<file path="src/hw/rtl/olad_pkg.sv">
`timescale 1ns / 1ps

package olad_pkg;

    localparam int DEPTH     = 16;
    localparam int CNT_W     = $clog2(DEPTH + 1);
    localparam int VAL_W     = 32;
    localparam int ENTRIES_W = 5;
    localparam int OP_W      = 2;
    localparam int STATUS_W  = 2;
    localparam int OUT_DATA_W = 40;

    localparam logic [OP_W-1:0] OP_APPEND = 2'd0;
    localparam logic [OP_W-1:0] OP_DELETE = 2'd1;
    localparam logic [OP_W-1:0] OP_DUMP   = 2'd2;

    localparam logic [STATUS_W-1:0] ST_OK       = 2'd0;
    localparam logic [STATUS_W-1:0] ST_FULL     = 2'd1;
    localparam logic [STATUS_W-1:0] ST_NOTFOUND = 2'd2;
    localparam logic [STATUS_W-1:0] ST_EMPTY    = 2'd3;

    // control broadcast to every cell of the row
    typedef struct packed {
        logic                    append;
        logic                    delete_req;
        logic                    rotate;
        logic signed [VAL_W-1:0] key;
    } t_cell_ctrl;

endpackage

</file>
<file path="src/hw/rtl/ordered_list_append_delete_key_unit.sv">
`timescale 1ns / 1ps

// Ordered list of up to DEPTH signed 32-bit values, held in a row of cells.
// Input channel s_axis: tuser = op (0 append, 1 delete first match, 2 dump),
// tdata = value / key. Output channel m_axis: tuser = status, tdata = item
// and entry count, tlast marks the final result of each request.
// Append and delete finish in the cycle the request is taken; the result
// sits in the output register from that edge. A dump of N entries gives N
// results, one per cycle while the output is not stalled, by rotating the
// row of cells one place per result and reading cell 0; after N rotations
// the row is back in order. A new request is taken only while no dump is
// running and the output register is empty or being drained, so append
// and delete requests go at one per cycle while the output is not stalled,
// and a dump holds off the next request until its last result has been
// registered (a dump of an empty list does not).
// Reset empties the list (entry count to zero); cell contents are not
// cleared, and no request is taken while reset is held. When m_axis_tready
// is low the result holds and s_axis_tready drops until it is taken; a
// running dump pauses without losing entries.
module ordered_list_append_delete_key_unit (
    input  logic                                 i_clk,
    input  logic                                 i_rst_n,
    input  logic                                 s_axis_tvalid,
    output logic                                 s_axis_tready,
    input  logic [olad_pkg::VAL_W-1:0]           s_axis_tdata,  // [31:0] value
    input  logic [olad_pkg::OP_W-1:0]            s_axis_tuser,  // [1:0] op
    output logic                                 m_axis_tvalid,
    input  logic                                 m_axis_tready,
    output logic [olad_pkg::OUT_DATA_W-1:0]      m_axis_tdata,  // [31:0] item, [36:32] entries
    output logic [olad_pkg::STATUS_W-1:0]        m_axis_tuser,  // [1:0] status
    output logic                                 m_axis_tlast
);

    typedef enum logic [1:0] {
        S_IDLE = 2'b01,
        S_DUMP = 2'b10
    } t_state;

    t_state r_state, n_state;

    logic [olad_pkg::CNT_W-1:0]       r_fill, n_fill;
    logic [olad_pkg::CNT_W-1:0]       r_cnt, n_cnt;
    logic                             r_out_valid, n_out_valid;
    logic [olad_pkg::STATUS_W-1:0]    r_status, n_status;
    logic signed [olad_pkg::VAL_W-1:0] r_item, n_item;
    logic                             r_last, n_last;
    logic [olad_pkg::ENTRIES_W-1:0]   r_entries, n_entries;

    logic                             out_free;
    logic                             accept;
    logic                             found_any;
    olad_pkg::t_cell_ctrl             ctrl;

    logic signed [olad_pkg::VAL_W-1:0] cell_val [olad_pkg::DEPTH];
    logic                              found_chain [olad_pkg::DEPTH+1];

    assign out_free      = !r_out_valid || m_axis_tready;
    assign s_axis_tready = i_rst_n && (r_state == S_IDLE) && out_free;
    assign accept        = s_axis_tvalid && s_axis_tready;
    assign found_any     = found_chain[olad_pkg::DEPTH];

    assign ctrl.key        = s_axis_tdata;
    assign ctrl.append     = accept && (s_axis_tuser == olad_pkg::OP_APPEND)
                             && (r_fill != olad_pkg::CNT_W'(olad_pkg::DEPTH));
    assign ctrl.delete_req = accept && (s_axis_tuser == olad_pkg::OP_DELETE);
    assign ctrl.rotate     = (r_state == S_DUMP) && out_free;

    assign found_chain[0] = 1'b0;

    genvar g;
    generate
        for (g = 0; g < olad_pkg::DEPTH; g++) begin : g_cell
            logic signed [olad_pkg::VAL_W-1:0] next_val;
            if (g < olad_pkg::DEPTH - 1) begin : g_mid
                assign next_val = cell_val[g+1];
            end else begin : g_end
                assign next_val = cell_val[g];
            end
            olad_cell u_cell (
                .i_clk      (i_clk),
                .i_ctrl     (ctrl),
                .i_at_fill  (r_fill == olad_pkg::CNT_W'(g)),
                .i_in_range (r_fill > olad_pkg::CNT_W'(g)),
                .i_is_tail  (r_fill == olad_pkg::CNT_W'(g + 1)),
                .i_found    (found_chain[g]),
                .i_next     (next_val),
                .i_head     (cell_val[0]),
                .o_found    (found_chain[g+1]),
                .o_val      (cell_val[g])
            );
        end
    endgenerate

    always_comb begin
        n_state     = r_state;
        n_fill      = r_fill;
        n_cnt       = r_cnt;
        n_out_valid = r_out_valid && !m_axis_tready;
        n_status    = r_status;
        n_item      = r_item;
        n_last      = r_last;
        n_entries   = r_entries;
        unique case (r_state)
            S_IDLE: begin
                if (accept) begin
                    n_status = olad_pkg::ST_OK;
                    n_item   = '0;
                    n_last   = 1'b1;
                    n_out_valid = 1'b1;
                    case (s_axis_tuser)
                        olad_pkg::OP_APPEND: begin
                            if (r_fill == olad_pkg::CNT_W'(olad_pkg::DEPTH)) begin
                                n_status = olad_pkg::ST_FULL;
                            end else begin
                                n_fill = r_fill + 1'b1;
                            end
                        end
                        olad_pkg::OP_DELETE: begin
                            if (r_fill == '0) begin
                                n_status = olad_pkg::ST_EMPTY;
                            end else if (found_any) begin
                                n_fill = r_fill - 1'b1;
                            end else begin
                                n_status = olad_pkg::ST_NOTFOUND;
                            end
                        end
                        olad_pkg::OP_DUMP: begin
                            if (r_fill == '0) begin
                                n_status = olad_pkg::ST_EMPTY;
                            end else begin
                                n_out_valid = 1'b0;
                                n_cnt       = '0;
                                n_state     = S_DUMP;
                            end
                        end
                        default: begin
                        end
                    endcase
                    n_entries = olad_pkg::ENTRIES_W'(n_fill);
                end
            end
            S_DUMP: begin
                if (out_free) begin
                    n_out_valid = 1'b1;
                    n_status    = olad_pkg::ST_OK;
                    n_item      = cell_val[0];
                    n_last      = (r_cnt + 1'b1) == r_fill;
                    n_entries   = olad_pkg::ENTRIES_W'(r_fill);
                    n_cnt       = r_cnt + 1'b1;
                    if ((r_cnt + 1'b1) == r_fill) begin
                        n_state = S_IDLE;
                    end
                end
            end
            default: begin
                n_state = S_IDLE;
            end
        endcase
    end

    always_ff @(posedge i_clk) begin
        if (!i_rst_n) begin
            r_state     <= S_IDLE;
            r_fill      <= '0;
            r_cnt       <= '0;
            r_out_valid <= 1'b0;
        end else begin
            r_state     <= n_state;
            r_fill      <= n_fill;
            r_cnt       <= n_cnt;
            r_out_valid <= n_out_valid;
        end
    end

    always_ff @(posedge i_clk) begin
        r_status  <= n_status;
        r_item    <= n_item;
        r_last    <= n_last;
        r_entries <= n_entries;
    end

    assign m_axis_tvalid = r_out_valid;
    assign m_axis_tuser  = r_status;
    assign m_axis_tlast  = r_last;
    assign m_axis_tdata  = {3'b000, r_entries, r_item};

endmodule

</file>
<file path="src/hw/rtl/olad_cell.sv">
`timescale 1ns / 1ps

module olad_cell (
    input  logic                            i_clk,
    input  olad_pkg::t_cell_ctrl            i_ctrl,
    input  logic                            i_at_fill,
    input  logic                            i_in_range,
    input  logic                            i_is_tail,
    input  logic                            i_found,
    input  logic signed [olad_pkg::VAL_W-1:0] i_next,
    input  logic signed [olad_pkg::VAL_W-1:0] i_head,
    output logic                            o_found,
    output logic signed [olad_pkg::VAL_W-1:0] o_val
);

    logic signed [olad_pkg::VAL_W-1:0] r_val;
    logic signed [olad_pkg::VAL_W-1:0] n_val;
    logic                              match;

    assign match   = i_in_range && (r_val == i_ctrl.key);
    assign o_found = i_found || match;
    assign o_val   = r_val;

    always_comb begin
        n_val = r_val;
        if (i_ctrl.append && i_at_fill) begin
            n_val = i_ctrl.key;
        end else if (i_ctrl.delete_req && o_found) begin
            // close the gap: everything from the first match onwards moves down
            n_val = i_next;
        end else if (i_ctrl.rotate) begin
            n_val = i_is_tail ? i_head : i_next;
        end
    end

    always_ff @(posedge i_clk) begin
        r_val <= n_val;
    end

endmodule

</file>
<file path="config.mk">
export PLATFORM = sky130hd
export DESIGN_NAME = ordered_list_append_delete_key_unit
export DESIGN_NICKNAME = d
export VERILOG_FILES = /design/src/hw/rtl/olad_pkg.sv /design/src/hw/rtl/ordered_list_append_delete_key_unit.sv /design/src/hw/rtl/olad_cell.sv
export SDC_FILE = /design/constraint.sdc
export NUM_CORES = 2
export LEC_CHECK = 0
export BUFFER_PORTS_ARGS = -buffer_cell sky130_fd_sc_hd__buf_2
export CAP_MARGIN = 20
export CORE_UTILIZATION = 25
export CTS_CLUSTER_DIAMETER = 200
export DETAILED_ROUTE_END_ITERATION = 7
export HOLD_SLACK_MARGIN = 0.12
export PLACE_DENSITY = 0.42
export SLEW_MARGIN = 20
export SYNTH_ARGS = -nofsm -noshare
export SYNTH_HDL_FRONTEND = slang
export SYNTH_HIERARCHICAL = 1
export SYNTH_SLANG_ARGS = --single-unit
</file>
<file path="constraint.sdc">
create_clock -name i_clk -period 6.25 [get_ports i_clk]
set_clock_uncertainty 0.05 [all_clocks]
set_input_delay 0.9375 -clock i_clk [delete_from_list [all_inputs] [get_ports i_clk]]
set_output_delay 0.9375 -clock i_clk [all_outputs]
set_load 0.1 [all_outputs]
</file>
==> summary.md <==
| Metric | Value |
|---|---|
| Status | completed |
| GR Util met1 | 0.285 |
| H-tree depth | 3 |
| Crit path top cell by count | a41o_1 |
| Clock network power share | 0.432 |
| # fillers | 15500 |
| Most Crowded Layer GR | met2 |
| Number of max-cap violations | 0 |
| Post-synthesis sequential area ratio | 0.451 |
| Hold_buf cts | 0 |
| First-pass GRT wire length | 245 mm |
| Root Driver | clkbuf_16 |
| DR vias | around 34000 |
| Fmax | ~0.16 GHz |
| DRT iter0 DRCs | 3916 |
| Setup_tns | 0 ns |
| Worst slew pin tran | approximately 1.0 ns |
| Nets | between 4000 and 5000 |
| CTS tree | done |
| Full die area | approximately 150000 sq um |
| Max Slew Vio Count | 0 |
| Maximum vdd drop | 0.160 mV |
| Die height | roughly 400 um |
| CP arrival | around 6.7 ns |
| Logic pwr share | 0.144 |
| DRT Pass-1 Iters | 6 |
| Final Hold Fails | 0 |
| Class of the worst hold path | flip-flop to flip-flop |
| Leakage power total | approximately 14 nW |
| Sequential share of power | 0.425 |
| Vias in the first global route | approximately 33000 |
| Setup Viol. Count Final | 0 |
| # IOs | 83 |
| Skew-Pair Late Insertion Delay | 0.67 ns |
| Slowest cell on the critical path | or4b_4 |
| Largest net degree at the start of global routing | 65 |
| Setup Crit Path Kind | flip-flop to flip-flop |
| Antenna Nets Post-Route | 0 |
| Layout cell share with drive strength beyond 1 | 0.135 |
| Synth Warn # | 6 |
| Reg clk slew, reported paths | 0.06 ns |
| Initial core utilization | 0.252 |
| Avg Cell Area, Syn | between 9 and 10 sq um |
| Core Area | between 100000 and 150000 sq um |
| Mapped Area | 37400 sq um |
| Area Overhead vs Synth | 17.8% |
| DR WL/cell | roughly 28 um |
| Seq cells post-synth | around 570 |
| Critical path launch point type | flip-flop |
| Core Rows | 141 |
| Hpwl dp | 119 mm |
| Port Buffers | ~80 |
| Req. time, crit path | about 6.7 ns |
| Slew headroom | 0.324 |
| Initial antenna violation count | 21 |
| Critical path fanouts, max | 4 |
| Fin crit period | between 6 and 7 ns |
| Final period util | 0.997 |
| Slowest cell delay on critical path | 0.52 ns |
| Post-synth EDFFs | between 500 and 600 |
| Sw power | about 2.9 mW |
| Pwr Density | 230 nW/um^2 |
| Max clock buf depth | 3 |
| Sw frac | 0.290 |
| Met3 global-route usage | 0.0371 |
| RSZ-0062 raised after global routing | yes |
| Congestion Overflow GR | 0 |
| Clk sink count | around 570 |
| Async S/R FF share, synth | 0 |
| Int Power | ~7.2 mW |
| DRC | 0 |
| Cell variety after synth | 60 |
| Post-synthesis cell count | between 4000 and 5000 |
| Top FF cell, synth | edfxtp_1 |
| Final Core Density | 0.297 |
| CP endpoint kind | flip-flop |
| RD Place Congestion | around 0.91 |
| TritonCTS buffer count | 75 |
| Via density | around 5.5 |
| Total Routing Usage GR | 0.222 |
| Chip width | approximately 400 um |
| Routing usage on met2 | 0.369 |
| Post-Route WL | ~170 mm |
-- critical path: cells and delay by family (launching register included) --
family / cells / cell delay, ns
adder cells (fa/ha/maj): 1 / 0.14
buffers and inverters: 2 / 0.23
flip-flops: 1 / 0.32
AND/OR/NAND/NOR: 3 / 0.66
AO/OA/AOI/OAI: 20 / 4.64
-- power groups by stage --
stage / Combinational (mW) / Clock [mW] / Sequential (mW)
after CTS: 1.38 / 4.44 / 4.29
final: 1.45 / 4.36 / 4.29
after detailed placement: 1.36 / 0 / 4.37
after global placement: 1.35 / 0 / 4.37
after floorplan: 0.545 / 0 / 4.53
after global routing: 1.52 / 4.56 / 4.30
-- routing by layer --
| layer | share of wire | vias up | routed length [um] |
|---|---|---|---|
| li1 | - | 15800 | - |
| met1 | 0.42 | 16900 | 73000 |
| met2 | 0.47 | 1407 | 81600 |
| met3 | 0.070 | 267 | 12100 |
| met4 | 0.040 | 6 | 6980 |
| met5 | 0.00021 | - | 37 |
-- stage by stage --
stage | hold WS, ns | power [mW] | area, sq um | setup slack, ns | instances
after detailed placement | 0.471 | 5.73 | 41000 | -0.536 | 6112
after CTS | 0.479 | 10.1 | 43500 | -0.0451 | 6263
after global placement | 0.460 | 5.73 | 41000 | -0.422 | 6112
after global routing | 0.484 | 10.4 | 44000 | -0.106 | 6277
after floorplan | 0.434 | 5.07 | 37400 | 0.00976 | 4146
final | 0.476 | 10.1 | 44000 | 0.0194 | 6280
-- final timing paths --
check / startpoint / endpoint / slack [ns] / depth (start not counted)
hold reg to reg: r_cnt[4] / r_cnt[4] / 0.48 / 2
hold / removal: r_cnt[4] / r_cnt[4] / 0.48 / 2
setup reg to reg: r_fill[0] / r_entries[4] / 0.02 / 26
setup / recovery: r_fill[0] / r_entries[4] / 0.02 / 26
-- final cells by class --
type / instances / area [sq um] / area share
flip-flops and latches: 565 / 16800 / 0.383
diodes: 3 / 7.51 / 0.000171
clock inverters: 40 / 374 / 0.00850
inverters: 140 / 526 / 0.0119
repair buffers: 390 / 3130 / 0.0712
multi-input cells: 3118 / 18700 / 0.425
clock buffers: 94 / 1990 / 0.0452
well taps: 1930 / 2410 / 0.0549
-- synthesized netlist by cell type (13+ instances only) --
cell,n,area share
clkbuf_1,220,0.022
nand2_1,70,0.0070
nor4_1,17,0.0028
o21ai_0,66,0.0088
nor4_4,16,0.0091
buf_1,49,0.0049
a2111o_1,17,0.0051
a221o_1,16,0.0043
nand3_1,535,0.072
nand2b_1,101,0.017
nand4_1,82,0.014
xnor2_1,341,0.080
a31oi_1,513,0.086
a222oi_1,16,0.0043
a21oi_1,13,0.0017
nor2_1,528,0.053
o2111ai_1,32,0.0075
buf_6,48,0.014
inv_1,139,0.014
and4_4,16,0.0048
a41o_1,16,0.0043
dfxtp_1,13,0.0070
and2_1,70,0.012
nor2b_1,24,0.0040
xor2_1,34,0.0080
nor3_1,24,0.0032
o21ai_1,480,0.064
edfxtp_1,552,0.44
o221ai_1,33,0.0077
-- timing repair --
item	in CTS	in global routing
hold endpoints to repair	0	0
gates cloned	0	7
pin swaps	3	11
buffers inserted	17	7
gates resized for setup	16	33
endpoints found under the setup margin	118	97
-- cells by family after synthesis --
kind of cell | after synthesis | synth area share
compound gates | 1223 | 0.199
xor+xnor | 375 | 0.0879
fa+ha+maj | 9 | 0.00301
buf+inv | 463 | 0.0567
flops | 565 | 0.451
mux | 5 | 0.00134
other cells | 1 | 0.000100
simple gates | 1501 | 0.202
-- registers in the layout (all words and copies together) (netlist names) --
name,cells
r_entries,5
r_cnt,5
m_axis_tlast,1
r_fill,5
r_item,32
r_state,2
g_cell.u_cell/o_val,512
m_axis_tvalid,1
m_axis_tuser,2
-- placed cells by master (no fill, tap or decap), types with 64 or more instances in the layout --
| cell | count |
|---|---|
| xnor2_1 | 341 |
| nor2_1 | 526 |
| nand2b_1 | 101 |
| a31oi_1 | 511 |
| edfxtp_1 | 552 |
| and2_1 | 64 |
| clkbuf_16 | 83 |
| nand3_1 | 531 |
| buf_2 | 79 |
| buf_4 | 279 |
| nand4_1 | 82 |
| inv_1 | 137 |
| o21ai_1 | 483 |
(Power assumes the default switching activity.)
